<file path="config.mk">
export PLATFORM = sky130hd
export DESIGN_NAME = tvrs_out_stage
export DESIGN_NICKNAME = d
export VERILOG_FILES = /design/src/tvrs_pkg.sv /design/src/tvrs_out_stage.sv
export SDC_FILE = /design/constraint.sdc
export NUM_CORES = 1
export LEC_CHECK = 0
export ABC_AREA = 1
export ABC_CLOCK_PERIOD_IN_PS = 9900
export BUFFER_PORTS_ARGS = -buffer_cell sky130_fd_sc_hd__buf_4
export CAP_MARGIN = 20
export CORE_ASPECT_RATIO = 2
export CORE_UTILIZATION = 47
export CTS_CLUSTER_DIAMETER = 60
export CTS_CLUSTER_SIZE = 14
export DETAILED_ROUTE_END_ITERATION = 10
export PLACE_DENSITY = 0.85
export SKIP_LAST_GASP = 1
export SLEW_MARGIN = 20
export SYNTH_ARGS = -nofsm -noshare
export SYNTH_HDL_FRONTEND = slang
export SYNTH_SLANG_ARGS = --single-unit
export TNS_END_PERCENT = 1
</file>
<file path="constraint.sdc">
create_clock -name clk -period 9.9 [get_ports clk]
set_input_delay 0.99 -clock clk [delete_from_list [all_inputs] [get_ports clk]]
set_output_delay 0.99 -clock clk [all_outputs]
set_load 0.01 [all_outputs]
</file>
<file path="src/tvrs_pkg.sv">
`timescale 1ns / 1ps
`default_nettype none

package tvrs_pkg;

  localparam logic [7:0] HOLD_BYTE = 8'hFE;
  localparam logic [7:0] REST_BYTE = 8'hFF;

  localparam logic [1:0] CMD_NONE     = 2'd0;
  localparam logic [1:0] CMD_NOTE_ON  = 2'd1;
  localparam logic [1:0] CMD_GATE_OFF = 2'd2;

  localparam logic [2:0] REG_ROW_FRAMES   = 3'd0;
  localparam logic [2:0] REG_ROW_COUNT    = 3'd1;
  localparam logic [2:0] REG_SOPRANO_WAVE = 3'd2;
  localparam logic [2:0] REG_ALTO_WAVE    = 3'd3;
  localparam logic [2:0] REG_BASS_WAVE    = 3'd4;

  localparam int CFG_INDEX_W = 3;
  localparam int CFG_DATA_W  = 11;
  localparam int ROW_W       = 10;

  typedef struct packed {
    logic        action;
    logic [9:0]  load_row;
    logic [7:0]  load_soprano;
    logic [7:0]  load_alto;
    logic [7:0]  load_bass;
  } in_t;

  typedef struct packed {
    logic [1:0]  soprano_cmd;
    logic [7:0]  soprano_note;
    logic [7:0]  soprano_wave;
    logic [1:0]  alto_cmd;
    logic [7:0]  alto_note;
    logic [7:0]  alto_wave;
    logic [1:0]  bass_cmd;
    logic [7:0]  bass_note;
    logic [7:0]  bass_wave;
    logic [9:0]  row_now;
  } out_t;

  typedef struct packed {
    logic [7:0]  frame_len;
    logic [10:0] loop_len;
    logic [7:0]  soprano_waveform;
    logic [7:0]  alto_waveform;
    logic [7:0]  bass_waveform;
  } cfg_t;

  typedef struct packed {
    logic        valid;
    logic        start;
    logic [9:0]  row_now;
  } pend_t;

endpackage

`default_nettype wire

</file>
<file path="src/tvrs_out_stage.sv">
`timescale 1ns / 1ps
`default_nettype none

module tvrs_out_stage
  import tvrs_pkg::*;
(
  input  wire logic        clk,
  input  wire logic        rst,
  input  wire pend_t       pend,
  input  wire logic [23:0] rdata,
  input  wire cfg_t        cfg,
  output logic             pend_take,
  output out_t             result,
  output logic             result_valid,
  input  wire logic        result_stall
);

  out_t result_next;
  logic [7:0] sop_b;
  logic [7:0] alt_b;
  logic [7:0] bas_b;

  assign sop_b = rdata[7:0];
  assign alt_b = rdata[15:8];
  assign bas_b = rdata[23:16];

  assign pend_take = pend.valid && (!result_valid || !result_stall);

  function automatic logic [17:0] voice(input logic start, input logic [7:0] b,
                                        input logic [7:0] wave);
    logic [1:0] cmd;
    logic [7:0] note;
    logic [7:0] w;
    cmd  = CMD_NONE;
    note = 8'd0;
    w    = 8'd0;
    if (start) begin
      if (b == REST_BYTE) begin
        cmd = CMD_GATE_OFF;
      end else if (b != HOLD_BYTE) begin
        cmd  = CMD_NOTE_ON;
        note = b;
        w    = wave;
      end
    end else if (b != HOLD_BYTE) begin
      cmd = CMD_GATE_OFF;
    end
    return {cmd, note, w};
  endfunction

  always_comb begin
    {result_next.soprano_cmd, result_next.soprano_note, result_next.soprano_wave} =
      voice(pend.start, sop_b, cfg.soprano_waveform);
    {result_next.alto_cmd, result_next.alto_note, result_next.alto_wave} =
      voice(pend.start, alt_b, cfg.alto_waveform);
    {result_next.bass_cmd, result_next.bass_note, result_next.bass_wave} =
      voice(pend.start, bas_b, cfg.bass_waveform);
    result_next.row_now = pend.row_now;
  end

  always_ff @(posedge clk) begin
    if (rst) begin
      result_valid <= 1'b0;
    end else if (pend_take) begin
      result_valid <= 1'b1;
    end else if (!result_stall) begin
      result_valid <= 1'b0;
    end
  end

  always_ff @(posedge clk) begin
    if (pend_take) begin
      result <= result_next;
    end
  end

  a_note_not_code: assert property (@(posedge clk) disable iff (rst)
    result_valid && result.soprano_cmd == CMD_NOTE_ON |->
      result.soprano_note != HOLD_BYTE && result.soprano_note != REST_BYTE)
    else $error("note-on carries a hold or rest code");

  a_release_no_note: assert property (@(posedge clk) disable iff (rst)
    pend_take && !pend.start |=>
      result.soprano_cmd != CMD_NOTE_ON && result.alto_cmd != CMD_NOTE_ON &&
      result.bass_cmd != CMD_NOTE_ON)
    else $error("release result carries a note-on");

endmodule

`default_nettype wire
</file>
# Word-level counts from Yosys, hierarchy flattened
# Index checks and enable logic that the tools add are counted.
[word_totals] regBits=65 output_inout_bits=66 elab_cells=43
[op_classes] eq_ne=7 mux=14 n_bitwise=4 reduce_logical=7
[op_table] cell="$eq 8x8->1 const B" count=3
[op_table] cell="$ne 8x8->1 const B" count=3
[op_table] cell="$mux 2" count=9
[op_table] cell="$reduce_or 3->1" count=3
[op_table] cell="$mux 1" count=5
[op_table] cell="$not 1->1" count=4
[op_table] cell="$logic_not 1->1" count=2
[op_table] cell="$ne 2x2->1 const B" count=1
[op_table] cell="$logic_and 1x1->1" count=1
[op_table] cell="$logic_or 1x1->1" count=1

# Logic depth before layout (Yosys ltp)
[logic_depth] word_depth=4 ltp_mapped=7

# Least setup slack after synthesis
# No wires, ideal clock.
[synth_timing] path_kind="input to output" from="in pend[11] (netlist bit)" to="out pend_take" t_arrival_ps=4279 t_required_ps=8910 path_slack_ps=4631 cell_stages=2 n_path_buf=0 path_cell_list="inv_1 a21oi_1"
[synth_via] elab_chain_len=1
[synth_lines] element="start, declared" line_no="tvrs_out_stage.sv:9" rtl="input wire pend_t pend,"
[synth_lines] element="$logic_and 1x1->1" line_no="tvrs_out_stage.sv:27" rtl="assign pend_take = pend.valid && (!result_valid || !result_stall);"
[synth_lines] element="end, declared" line_no="tvrs_out_stage.sv:12" rtl="output logic pend_take,"
# No other way between the ends.

# Final worst setup path
[layout_timing] from="in result_stall" to="out pend_take"
[layout_via] elab_chain_len=3
[layout_lines] element="start, declared" line_no="tvrs_out_stage.sv:15" rtl="input wire logic result_stall"
[layout_lines] element="$logic_not 1->1"
[layout_lines] element="$logic_or 1x1->1" line_no="tvrs_out_stage.sv:27"
[layout_lines] element="$logic_and 1x1->1" line_no="tvrs_out_stage.sv:27"
# No other way between the ends.

==> results.tsv <==
stage	metric	value	unit
clocking	clockBufferDepth	2	
clocking	cts_buffers	9	
sta	drv_slew	0	
logic_synthesis	syn_area_per_cell	12.1	µm²
die	io-pin-count	148	
layout	drive_gt1_share	41.1	%
drt	wl_met2	3200	µm
critical_path	cp_data_arrival_time	2160	ps
clocking	cts_resized	0	
placement	place.gp.congestion	0.770	
drt	firstDrtPassIters	4	
critical_path	critPathSlowestCell	buf_4	
die	rows	37	
sta	rsz0062_at_grt	false	
power	combPwrFrac	12.5	%
logic_synthesis	syn-cell-area	0.00256	mm²
critical_path	cp_cell_sequence	buf_4, a21oi_4, buf_4, buf_4	
logic_synthesis	synth_cells	211	
critical_path	cp.required	8910	ps
drt	vias	1846	
drt	viasPerCell	4.49	
logic_synthesis	yosysSeqAreaShare	75.8	%
critical_path	cpMostUsedCell	buf_4	
layout	nFillCells	375	
power	p_int	0.505	mW
global_route	grt_max_degree	66	
layout	fin_nets	430	
global_route	global_route.usage.total	20.5	%
layout	final_cell_mix	129 x buf_4, 64 x edfxtp_1, 56 x nor2_1	
placement	hpwl	4120	µm
sta	post-route-period-util	31.8	%
sta	finalSetupTns	0	ps
placement	portBuffers	128	
global_route	overflow	0	
clocking	clock_latency	330	ps
critical_path	critPathTopFamily	buffers and inverters	
clocking	clock_sinks	65	
sta	fin_ws	6750	ps
logic_synthesis	yosys_warnings	0	
placement	dpl-instance-area	0.00358	mm²
clocking	hold_buffers	0	
critical_path	path_max_fanout	65	
die	start_util	49.4	%
clocking	cts_root_buf	clkbuf_8	
clocking	cts_max_level	3	
drt	wl_per_cell	13.5	µm
power	peakVddDrop	0.133	mV
sta	slew_headroom	45.9	%
die	fp.dieArea	0.00577	mm²
global_route	grt_pass1_wl	7920	µm
critical_path	start_kind	primary input	
clocking	cts_tree	yes	
drt	ant_nets	0	
critical_path	slowest_delay	640	ps
drt	topRoutingLayerUsed	met4	
clocking	clk_pin_slew_worst_paths	60	ps
die	core_area	0.00518	mm²
power	swShare	21.0	%
layout	area_delta_synth_final	47.7	%
placement	place_ws	6750	ps
critical_path	path_buf_inv	3	
drt	route.detailed.drc	0	
logic_synthesis	synth_seq_cells	65	
die	die_h	106	µm
sta	finalSetupViolCount	0	
layout	finish.instance_area	0.00378	mm²
power	switching_power	0.134	mW
layout	diodes	0	
die	chipWidth	54.2	µm
placement	place_inst	395	
global_route	antenna_found_initial	0	
critical_path	end_kind	output port	
outcome	status	finished clean	
power	clkPwrFrac	36.2	%
power	power_frac_seq	51.3	%
layout	final_cells	411	
logic_synthesis	synthDistinctLibCells	10	
sta	skew	5.02	ps
drt	dr_wl_met3	365	µm
job	maxCapViolCount	0	
layout	final_common_cell	buf_4	
logic_synthesis	syn_nets	293	
global_route	grt_pass1_vias	1760	
clocking	cts_setup_buffers	0	
drt	drt-met1-wl	1750	µm
sta	layout_min_cycle_time	3150	ps
critical_path	criticalPathCategory	primary input to output port	
drt	wl	5540	µm
sta	finalHoldViolCount	0	
power	powerDensity	169	mW/mm²
drt	drt_iter0_drc	78	
sta	worstMarginPinSlew	812	ps
min_path	hold_path_class	flop to flop	
power	p_leak	1.84	nW
sta	max_freq	0.317	GHz
synthesized netlist by cell type:
master,number,area (µm²)
a21oi_1,2,10.0
buf_6,3,33.8
dfxtp_1,1,20.0
edfxtp_1,64,1920
inv_1,53,199
nand2_1,25,93.8
nand3_4,3,52.6
nor2_1,56,210
nor2_2,1,6.26
o21ai_0,3,15.0
layer usage:
layer  vias to the layer above  global-route usage, %
li1                        931                      -
met1                       822                   18.9
met2                        78                   34.3
met3                        15                   7.58
met4                         0                   14.3
met5                         -                      0
power by group through the flow:
stage / clock network (mW) / registers, mW / logic (mW)
2_1_floorplan: 0 / 0.345 / 0.0202
3_3_place_gp: 0 / 0.333 / 0.0779
3_5_place_dp: 0 / 0.334 / 0.0807
4_1_cts: 0.237 / 0.328 / 0.0809
5_1_grt: 0.247 / 0.330 / 0.0868
6_report: 0.232 / 0.328 / 0.0800
state kept, by name, indices dropped and copies added, names as in the netlist:
| name | cells |
|---|---|
| result | 64 |
| result_valid | 1 |
logic make-up (layout without fill, tap and decap cells):
family                 after synthesis  count (layout)  share of synthesized area, %
AO/OA/AOI/OAI                        5               5                         0.976
buffers and inverters               56             198                          9.08
flip-flops                          65              65                          75.8
AND/OR/NAND/NOR                     85              85                          14.2
through the flow:
step	hold slack, ps	total power [mW]	utilization, %
floorplan	482	0.365	-
global placement	485	0.411	69.1
detailed placement	493	0.415	69.1
CTS	501	0.646	73.0
global route	527	0.663	73.0
finish	498	0.640	73.0
final cells by class:
| cell class | count | area, µm² | area share, % |
|---|---|---|---|
| flip-flops and latches | 65 | 1940 | 51.3 |
| inverters | 53 | 199 | 5.26 |
| well taps | 58 | 72.6 | 1.92 |
| multi-input cells | 90 | 399 | 10.5 |
| repair buffers | 129 | 968 | 25.6 |
| clock buffers | 12 | 135 | 3.57 |
| clock inverters | 4 | 67.6 | 1.79 |
worst register-to-register path, delay by kind of cell (launching register included):
| family | cells | cell delay [ps] |
|---|---|---|
| flops | 1 | 340 |
| compound gates | 1 | 120 |
| buf+inv | 1 | 640 |
worst paths after layout:
| check | startpoint | end | slack (ps) | cells after the start |
|---|---|---|---|---|
| max reg2reg | result_valid | result[41] | 8390 | 2 |
| min reg2reg | result_valid | result_valid | 500 | 2 |
| max | result_stall | pend_take | 6750 | 4 |
| min | result_valid | result_valid | 500 | 2 |
(Power assumes the default switching activity.)
