===== src/tvrs_pkg.sv =====
`timescale 1ns / 1ps
`default_nettype none

package tvrs_pkg;

  localparam logic [7:0] HOLD_BYTE = 8'hFE;
  localparam logic [7:0] REST_BYTE = 8'hFF;

  localparam logic [1:0] CMD_NONE     = 2'd0;
  localparam logic [1:0] CMD_NOTE_ON  = 2'd1;
  localparam logic [1:0] CMD_GATE_OFF = 2'd2;

  localparam logic [2:0] REG_ROW_FRAMES   = 3'd0;
  localparam logic [2:0] REG_ROW_COUNT    = 3'd1;
  localparam logic [2:0] REG_SOPRANO_WAVE = 3'd2;
  localparam logic [2:0] REG_ALTO_WAVE    = 3'd3;
  localparam logic [2:0] REG_BASS_WAVE    = 3'd4;

  localparam int CFG_INDEX_W = 3;
  localparam int CFG_DATA_W  = 11;
  localparam int ROW_W       = 10;

  typedef struct packed {
    logic        action;
    logic [9:0]  load_row;
    logic [7:0]  load_soprano;
    logic [7:0]  load_alto;
    logic [7:0]  load_bass;
  } in_t;

  typedef struct packed {
    logic [1:0]  soprano_cmd;
    logic [7:0]  soprano_note;
    logic [7:0]  soprano_wave;
    logic [1:0]  alto_cmd;
    logic [7:0]  alto_note;
    logic [7:0]  alto_wave;
    logic [1:0]  bass_cmd;
    logic [7:0]  bass_note;
    logic [7:0]  bass_wave;
    logic [9:0]  row_now;
  } out_t;

  typedef struct packed {
    logic [7:0]  frame_len;
    logic [10:0] loop_len;
    logic [7:0]  soprano_waveform;
    logic [7:0]  alto_waveform;
    logic [7:0]  bass_waveform;
  } cfg_t;

  typedef struct packed {
    logic        valid;
    logic        start;
    logic [9:0]  row_now;
  } pend_t;

endpackage

`default_nettype wire


===== src/tvrs_frame_ctl.sv =====
`timescale 1ns / 1ps
`default_nettype none

module tvrs_frame_ctl
  import tvrs_pkg::*;
#(
  parameter int MAX_ROW_COUNT = 1024,
  parameter int GATE_GAP      = 2,
  parameter int AW            = 10
) (
  input  wire logic          clk,
  input  wire logic          rst,
  input  wire in_t           item,
  input  wire logic          item_valid,
  output logic               item_stall,
  input  wire cfg_t          cfg,
  input  wire logic          pend_take,
  output pend_t              pend,
  output logic               we,
  output logic      [AW-1:0] waddr,
  output logic      [23:0]   wdata,
  output logic               re,
  output logic      [AW-1:0] raddr
);

  localparam int CW   = $clog2(MAX_ROW_COUNT + 1);
  localparam int CNTW = (CW > 11) ? CW : 11;
  localparam logic [7:0] GAP = 8'(GATE_GAP);

  logic [AW-1:0]   ptr;
  logic [AW-1:0]   ptr_next;
  logic [7:0]      pos;
  logic [7:0]      pos_next;

  logic            accept;
  logic            tick;
  logic [7:0]      frames;
  logic [CNTW-1:0] count;
  logic [CNTW-1:0] rc_ext;
  logic [7:0]      release_raw;
  logic [7:0]      release_pos;
  logic [AW-1:0]   ptr0;
  logic [AW-1:0]   ptr1;
  logic [7:0]      pos1;
  logic [7:0]      pos2;
  logic            is_start;
  logic            is_rel;
  logic [31:0]     load_row_ext;
  logic [CNTW-1:0] ptr1_ext;

  function automatic logic [AW-1:0] step_row(input logic [AW-1:0] p,
                                             input logic [CNTW-1:0] c);
    logic [CNTW-1:0] s;
    s = CNTW'(p) + CNTW'(1);
    return (s >= c) ? '0 : s[AW-1:0];
  endfunction

  assign item_stall = pend.valid && !pend_take;
  assign accept     = item_valid && !item_stall;
  assign tick       = accept && item.action;

  assign frames = (cfg.frame_len < 8'd2) ? 8'd2 : cfg.frame_len;
  assign rc_ext = CNTW'(cfg.loop_len);

  always_comb begin
    if (rc_ext == '0) begin
      count = CNTW'(1);
    end else if (rc_ext > CNTW'(MAX_ROW_COUNT)) begin
      count = CNTW'(MAX_ROW_COUNT);
    end else begin
      count = rc_ext;
    end
  end

  always_comb begin
    release_raw = (frames > GAP) ? frames - GAP : 8'd1;
    release_pos = release_raw;
    if (release_pos == 8'd0) begin
      release_pos = 8'd1;
    end
    if (release_pos > frames - 8'd1) begin
      release_pos = frames - 8'd1;
    end
  end

  always_comb begin
    ptr0 = (CNTW'(ptr) >= count) ? '0 : ptr;
    if (pos >= frames) begin
      ptr1 = step_row(ptr0, count);
      pos1 = 8'd0;
    end else begin
      ptr1 = ptr0;
      pos1 = pos;
    end
    is_start = (pos1 == 8'd0);
    is_rel   = !is_start && (pos1 == release_pos);
    pos2     = pos1 + 8'd1;
    if (pos2 >= frames) begin
      pos_next = 8'd0;
      ptr_next = step_row(ptr1, count);
    end else begin
      pos_next = pos2;
      ptr_next = ptr1;
    end
  end

  assign ptr1_ext     = CNTW'(ptr1);
  assign load_row_ext = 32'(item.load_row);

  assign we    = accept && !item.action && (load_row_ext < 32'(MAX_ROW_COUNT));
  assign waddr = load_row_ext[AW-1:0];
  assign wdata = {item.load_bass, item.load_alto, item.load_soprano};
  assign re    = tick && (is_start || is_rel);
  assign raddr = is_start ? ptr1 : step_row(ptr1, count);

  always_ff @(posedge clk) begin
    if (rst) begin
      ptr <= '0;
      pos <= 8'd0;
    end else if (tick) begin
      ptr <= ptr_next;
      pos <= pos_next;
    end
  end

  always_ff @(posedge clk) begin
    if (rst) begin
      pend.valid <= 1'b0;
    end else if (re) begin
      pend.valid <= 1'b1;
    end else if (pend_take) begin
      pend.valid <= 1'b0;
    end
    if (re) begin
      pend.start   <= is_start;
      pend.row_now <= ptr1_ext[ROW_W-1:0];
    end
  end

  a_start_then_one: assert property (@(posedge clk) disable iff (rst)
    tick && is_start |=> pos == 8'd1)
    else $error("position after row start is not one");

  a_pend_holds: assert property (@(posedge clk) disable iff (rst)
    pend.valid && !pend_take |=> pend.valid && $stable(pend.row_now))
    else $error("pending result lost while held");

  a_read_needs_room: assert property (@(posedge clk) disable iff (rst)
    re |-> !pend.valid || pend_take)
    else $error("row read issued over a held pending result");

endmodule

`default_nettype wire


===== config.mk =====
export PLATFORM = sky130hd
export DESIGN_NAME = tvrs_frame_ctl
export DESIGN_NICKNAME = d
export VERILOG_FILES = /design/src/tvrs_pkg.sv /design/src/tvrs_frame_ctl.sv
export SDC_FILE = /design/constraint.sdc
export NUM_CORES = 1
export LEC_CHECK = 0
export ABC_AREA = 1
export BUFFER_PORTS_ARGS = -buffer_cell sky130_fd_sc_hd__clkbuf_2
export CAP_MARGIN = 40
export CORE_UTILIZATION = 35
export CTS_CLUSTER_SIZE = 30
export DETAILED_ROUTE_END_ITERATION = 8
export PLACE_DENSITY = 0.58
export SETUP_SLACK_MARGIN = 0.3
export SYNTH_ARGS = -nofsm -noshare
export SYNTH_HDL_FRONTEND = slang
export SYNTH_SLANG_ARGS = --single-unit

===== constraint.sdc =====
create_clock -name clk -period 6 [get_ports clk]
set_input_delay 0.3 -clock clk [delete_from_list [all_inputs] [get_ports clk]]
set_output_delay 0.3 -clock clk [all_outputs]
set_load 0.01 [all_outputs]

* Word level (Yosys, flattened, before mapping)
Cells that the tools add are included.
** Storage, ports and cells
- Register bits after elaboration :: 30
- Input port bits :: 82
- Output and inout port bits :: 59
- Logic and storage cells :: 53
** Cells by class
- $add $sub $neg :: 5
- Magnitude comparators :: 10
- Equality and inequality tests :: 1
- Multiplexer cells :: 16
- Reductions and logical operators :: 16
** Operators with widths (count)
- $mux W10 :: 6
- $mux W8 :: 6
- $add A10 B1 Y11 const B :: 2
- $ge A11 B11 Y1 :: 2
- $mux W11 :: 2
- $ge A8 B8 Y1 :: 2
- $logic_not A8 Y1 :: 2
- $ge A10 B11 Y1 :: 1
- $gt A11 B11 Y1 const B :: 1
- $logic_not A11 Y1 :: 1
- $lt A10 B11 Y1 const B :: 1
- $add A8 B1 Y8 const B :: 1
- $eq A8 B8 Y1 :: 1
- $gt A8 B2 Y1 const B :: 1
- $gt A8 B8 Y1 :: 1
- $lt A8 B2 Y1 const B :: 1
- $sub A8 B1 Y8 const B :: 1
- $sub A8 B2 Y8 const B :: 1
- $logic_and A1 B1 Y1 :: 7
- $logic_not A1 Y1 :: 4
- $mux W1 :: 2
- $reduce_bool A2 Y1 :: 1
- $logic_or A1 B1 Y1 :: 1

* Depth between registers and ports, before layout
- Depth after elaboration :: 13
- Depth in mapped cells :: 49
- Depth with buffers taken out :: 49

* Worst setup path before layout
No wires, ideal clock.
- Path kind :: input to output
- Start point :: in cfg[25] (netlist bit)
- End point :: out raddr[3]
- Arrival :: 5.969 ns
- Data required time :: 5.700 ns
- Setup slack :: -0.269 ns
- Stages on the path :: 45
- Path buffers :: 1
- Path through :: nor4_1 > nand3_1 > nand2_1 > nand2_1 > ha_1 > nand2_2 > inv_2 > a21oi_1 > nand2_1 > nand2_2 > nand2_4 > nor2_4 > ha_1 > nand4_2 > nor2_1 > nand3_1 > nand2_1 > inv_1 > [9 not listed] > inv_1 > ha_1 > nand2_1 > nand3b_4 > inv_1 > nand2_1 > nand2_1 > nand2_1 > inv_1 > ha_1 > a21oi_1 > o21ai_0 > nand2_1 > o2111ai_1 > a31oi_1 > buf_2 > nand3_1 > o21ai_1
** Between the ends
- Cells in the longest elaborated chain, start to end :: 13
- Elaborated cells on any way between the ends :: 14
- Those cells by class :: add/sub (2); order compare (4); mux (7); reduce/logical (1)
** Ends and longest elaborated chain
- start: declaration :: RTL line tvrs_frame_ctl.sv:16 : input wire cfg_t cfg,
- $gt A11 B11 Y1 :: RTL line tvrs_frame_ctl.sv:68 : end else if (rc_ext > CNTW'(MAX_ROW_COUNT)) begin
- $mux W11 :: RTL line tvrs_frame_ctl.sv:68
- $mux W11 (*) :: RTL line tvrs_frame_ctl.sv:66 : if (rc_ext == '0) begin
- $ge A10 B11 Y1 :: RTL line tvrs_frame_ctl.sv:87 : ptr0 = (CNTW'(ptr) >= count) ? '0 : ptr;
- $mux W10 :: RTL line tvrs_frame_ctl.sv:87
- $add A10 B1 Y11 :: RTL line tvrs_frame_ctl.sv:54 : s = CNTW'(p) + CNTW'(1);
- $ge A11 B11 Y1 :: RTL line tvrs_frame_ctl.sv:55 : return (s >= c) ? '0 : s[AW-1:0];
- $mux W10 :: RTL line tvrs_frame_ctl.sv:55
- $mux W10 (*) :: RTL line tvrs_frame_ctl.sv:88 : if (pos >= frames) begin
- via ptr1[0] :: RTL line tvrs_frame_ctl.sv:43 : logic [AW-1:0] ptr1;
- $add A10 B1 Y11 (*) :: RTL line tvrs_frame_ctl.sv:54
- $ge A11 B11 Y1 :: RTL line tvrs_frame_ctl.sv:55
- $mux W10 (*) :: RTL line tvrs_frame_ctl.sv:55
- $mux W10 (*) :: RTL line tvrs_frame_ctl.sv:114 : assign raddr = is_start ? ptr1 : step_row(ptr1, count);
- end: declaration :: RTL line tvrs_frame_ctl.sv:23 : output logic [AW-1:0] raddr
The timed path passes the listed nets; every way through them passes the cells marked *.

* Worst setup path in the final report
- Start point :: in cfg[31] (netlist bit)
- End point :: out raddr[7]
Same word-level chain as after synthesis.

==> metrics.csv <==
metric,value,unit
status,"finished, violations left",
violations,setup timing,
ant_nets,0,
worstReg2RegStart,ptr[6],
cts_root_buf,clkbuf_16,
p_sw_share,33.3,%
final_nets,1036,
power.density,95.2,nW/um^2
dr_wl_met2,8770,microns
top_layer,met4,
dp_slack,-0.482,ns
worst_pin_slew,0.769,ns
dr_wl_met3,612,microns
track_usage,23.3,%
vias_per_cell,5.05,
start_util,36.4,%
wirelength,16800,microns
clk_latency,0.28,ns
synth_fp_nets,855,
die_y,117,microns
finalSetupViolations,18,
fmax,0.154,GHz
cts_sinks,30,
gp_congestion,0.919,
hold_start,pend_take,
antenna_found_initial,0,
hpwl,12400,microns
power.share.sequential,31.2,%
crit_type,in -> out,
drv_slew,0,
wl_per_cell,15.8,microns
syn_inst,709,
drv_cap,0,
relSlewSlack,48.3,%
period_share,108,%
r2r_end,ptr[9],
wl_met1,6480,microns
peakVddDrop,127,uV
rsz0062_at_grt,true,
finalCriticalPeriod,6.51,ns
io_pins,141,
synthesis.area,4660,sq um
hold_class,in -> reg,
cts_buffers,5,
power,694,uW
vias,5364,
hold_violations,0,
grt_start_max_net_pins,20,
cpPeakStageDelay,0.34,ns
n_antenna_cell,0,
cp_slowest_cell,nor4_4,
r2r_cells,50,
core_area,12800,sq um
die_w,117,microns
grt_pass1_vias,5475,
cp.arrival,6.21,ns
hold_path_depth,4,
cp_top_family,simple AND/OR/NAND/NOR gates,
crit_buf_inv,8,
p_comb_share,33.8,%
skew,0.00227,ns
synth_cell_types,46,
synth_edf_count,11,
async_flop_share,0,%
stdcell_area,7300,sq um
placementRows,41,
cp.required,5.70,ns
fin_ws,-0.510,ns
seq_area_frac_synth,15.3,%
cp-start-kind,input pin,
path_max_fanout,6,
end_kind,primary output,
whs_endpoint,pend[11],
nFillCells,1120,
reg2reg_setup_slack,0.02,ns
seq_area,711,sq um
cts_tree,yes,
drt-initial-drc-count,287,
htree_levels,2,
grt_pass1_wl,25900,microns
intPower,463,uW
leakage,3.67,nW
synth_ff_type,dfxtp_1,
route.detailed.drc,0,
clockBufferDepth,2,
p_sw,232,uW
grt_overflow,0,
clk_pin_slew,0.05,ns
synth.avg_cell_area,6.57,sq um
die-area,13800,sq um
first_pass_iters,5,
yosysWarnings,0,
crit_path_frequent_cell,nand2_4,
clkPwrFrac,35.0,%
multiInputGateArea,4150,sq um
postPlaceCellArea,5990,sq um
syn2layout_area_growth,56.7,%
ys_ff_latch,30,
final_layout_size_suffix_gt1_share,47.8,%
portBuffers,48,
[per-stage QoR]
stage               hold slack [ns]  utilization (%)  setup TNS [ns]  instances
floorplan                     0.445                -               0        709
global placement              0.458             46.9           -2.68        995
detailed placement            0.477             46.9           -5.89        995
CTS                           0.329             53.1           -1.75       1042
global route                  0.363             57.1          -11.31       1063
finish                        0.338             57.1           -5.73       1063
[registers in the layout, indices dropped and copies added, names as in the netlist]
signal and cells:
pend 12, pos 8, ptr 10
[logic make-up after synthesis]
family	synth area share, %
xor gates and xnor gates	3.55
and+or+nand+nor	38.9
AOI/OAI and AO/OA	10.1
adders and majority gates	17.2
DFF	15.3
buffers and inverters	15.0
[what timing repair did]
| action | 4_1_cts | 5_1_grt |
|---|---|---|
| pin swaps | 54 | 64 |
| buffers inserted | 38 | 21 |
| cloned | 1 | 0 |
| resized for setup | 73 | 103 |
| hold buffers | 0 | 0 |
| setup endpoints to repair | 20 | 21 |
[final cells by class]
type	instances	area share [%]
clock buffers	6	1.77
repair buffers	214	22.8
flip-flops and latches	30	9.74
well taps	172	2.95
clock inverters	2	0.120
multi-input cells	531	56.9
inverters	108	5.73
[routing by layer]
metal | up-vias | track usage, %
met4 | 0 | 12.1
met5 | - | 0
li1 | 2632 | -
met1 | 2516 | 24.2
met2 | 146 | 44.5
met3 | 70 | 3.55
[worst reg2reg max path, delay by kind of cell, from the launching register on]
family,cells,cell delay (ns)
buffers and inverters,24,2.46
AND/OR/NAND/NOR,21,1.95
adder cells (fa/ha/maj),3,0.71
flip-flops,1,0.52
AO/OA/AOI/OAI,2,0.19
[worst max-delay path by stage]
stage | cells after the start | from | slack, ns | end
global placement | 44 | cfg[26] | -0.28 | raddr[0]
floorplan | 44 | cfg[26] | 0.21 | raddr[3]
global route | 49 | cfg[31] | -0.80 | raddr[4]
detailed placement | 48 | cfg[26] | -0.48 | raddr[0]
CTS | 47 | cfg[28] | -0.20 | raddr[0]
finish | 47 | cfg[31] | -0.51 | raddr[7]
[placed cells by master, fill, tap and decap left out, drive strengths merged]
master	n
dfxtp	19
nand3	49
and2	5
or2	2
xnor2	4
o2111ai	2
nand3b	1
o21ai	26
o211ai	1
ha	64
o21a	1
a22oi	8
nor3	5
o21bai	3
nand2	212
o22ai	2
nand4	14
a21oi	37
a21o	1
clkbuf	41
nor4	3
clkinv	2
and3	1
a31oi	2
nor2	74
buf	179
inv	108
edfxtp	11
xor2	14
[cells in the mapped netlist, types with 3 or more instances]
library cell	number	area share, %
dfxtp_1	19	8.2
buf_4	35	5.6
xnor2_1	3	0.56
a22oi_1	8	1.3
o21ai_0	16	1.7
a21oi_1	37	4.0
nand2_4	5	1.2
nand2_2	17	2.3
nand4_2	3	0.81
and2_4	3	0.56
nor2_8	3	1.3
nor2_4	6	1.5
nand4_1	11	1.5
o21ai_1	9	0.97
inv_1	100	8.1
nand3_1	41	4.4
nand3_2	8	1.7
xor2_1	14	2.6
clkbuf_1	3	0.24
nor3_2	3	0.65
nor2_1	56	4.5
ha_1	64	17
nor2_2	9	1.2
inv_2	8	0.65
nand2_1	189	15
edfxtp_1	11	7.1
[power by group through the flow]
stage / Sequential, mW / Combinational, mW / Clock, mW
floorplan: 0.223 / 0.151 / 0
global placement: 0.221 / 0.200 / 0
detailed placement: 0.221 / 0.205 / 0
CTS: 0.217 / 0.221 / 0.247
global route: 0.217 / 0.261 / 0.253
finish: 0.217 / 0.234 / 0.243
Power figures use the tool's default switching activity.
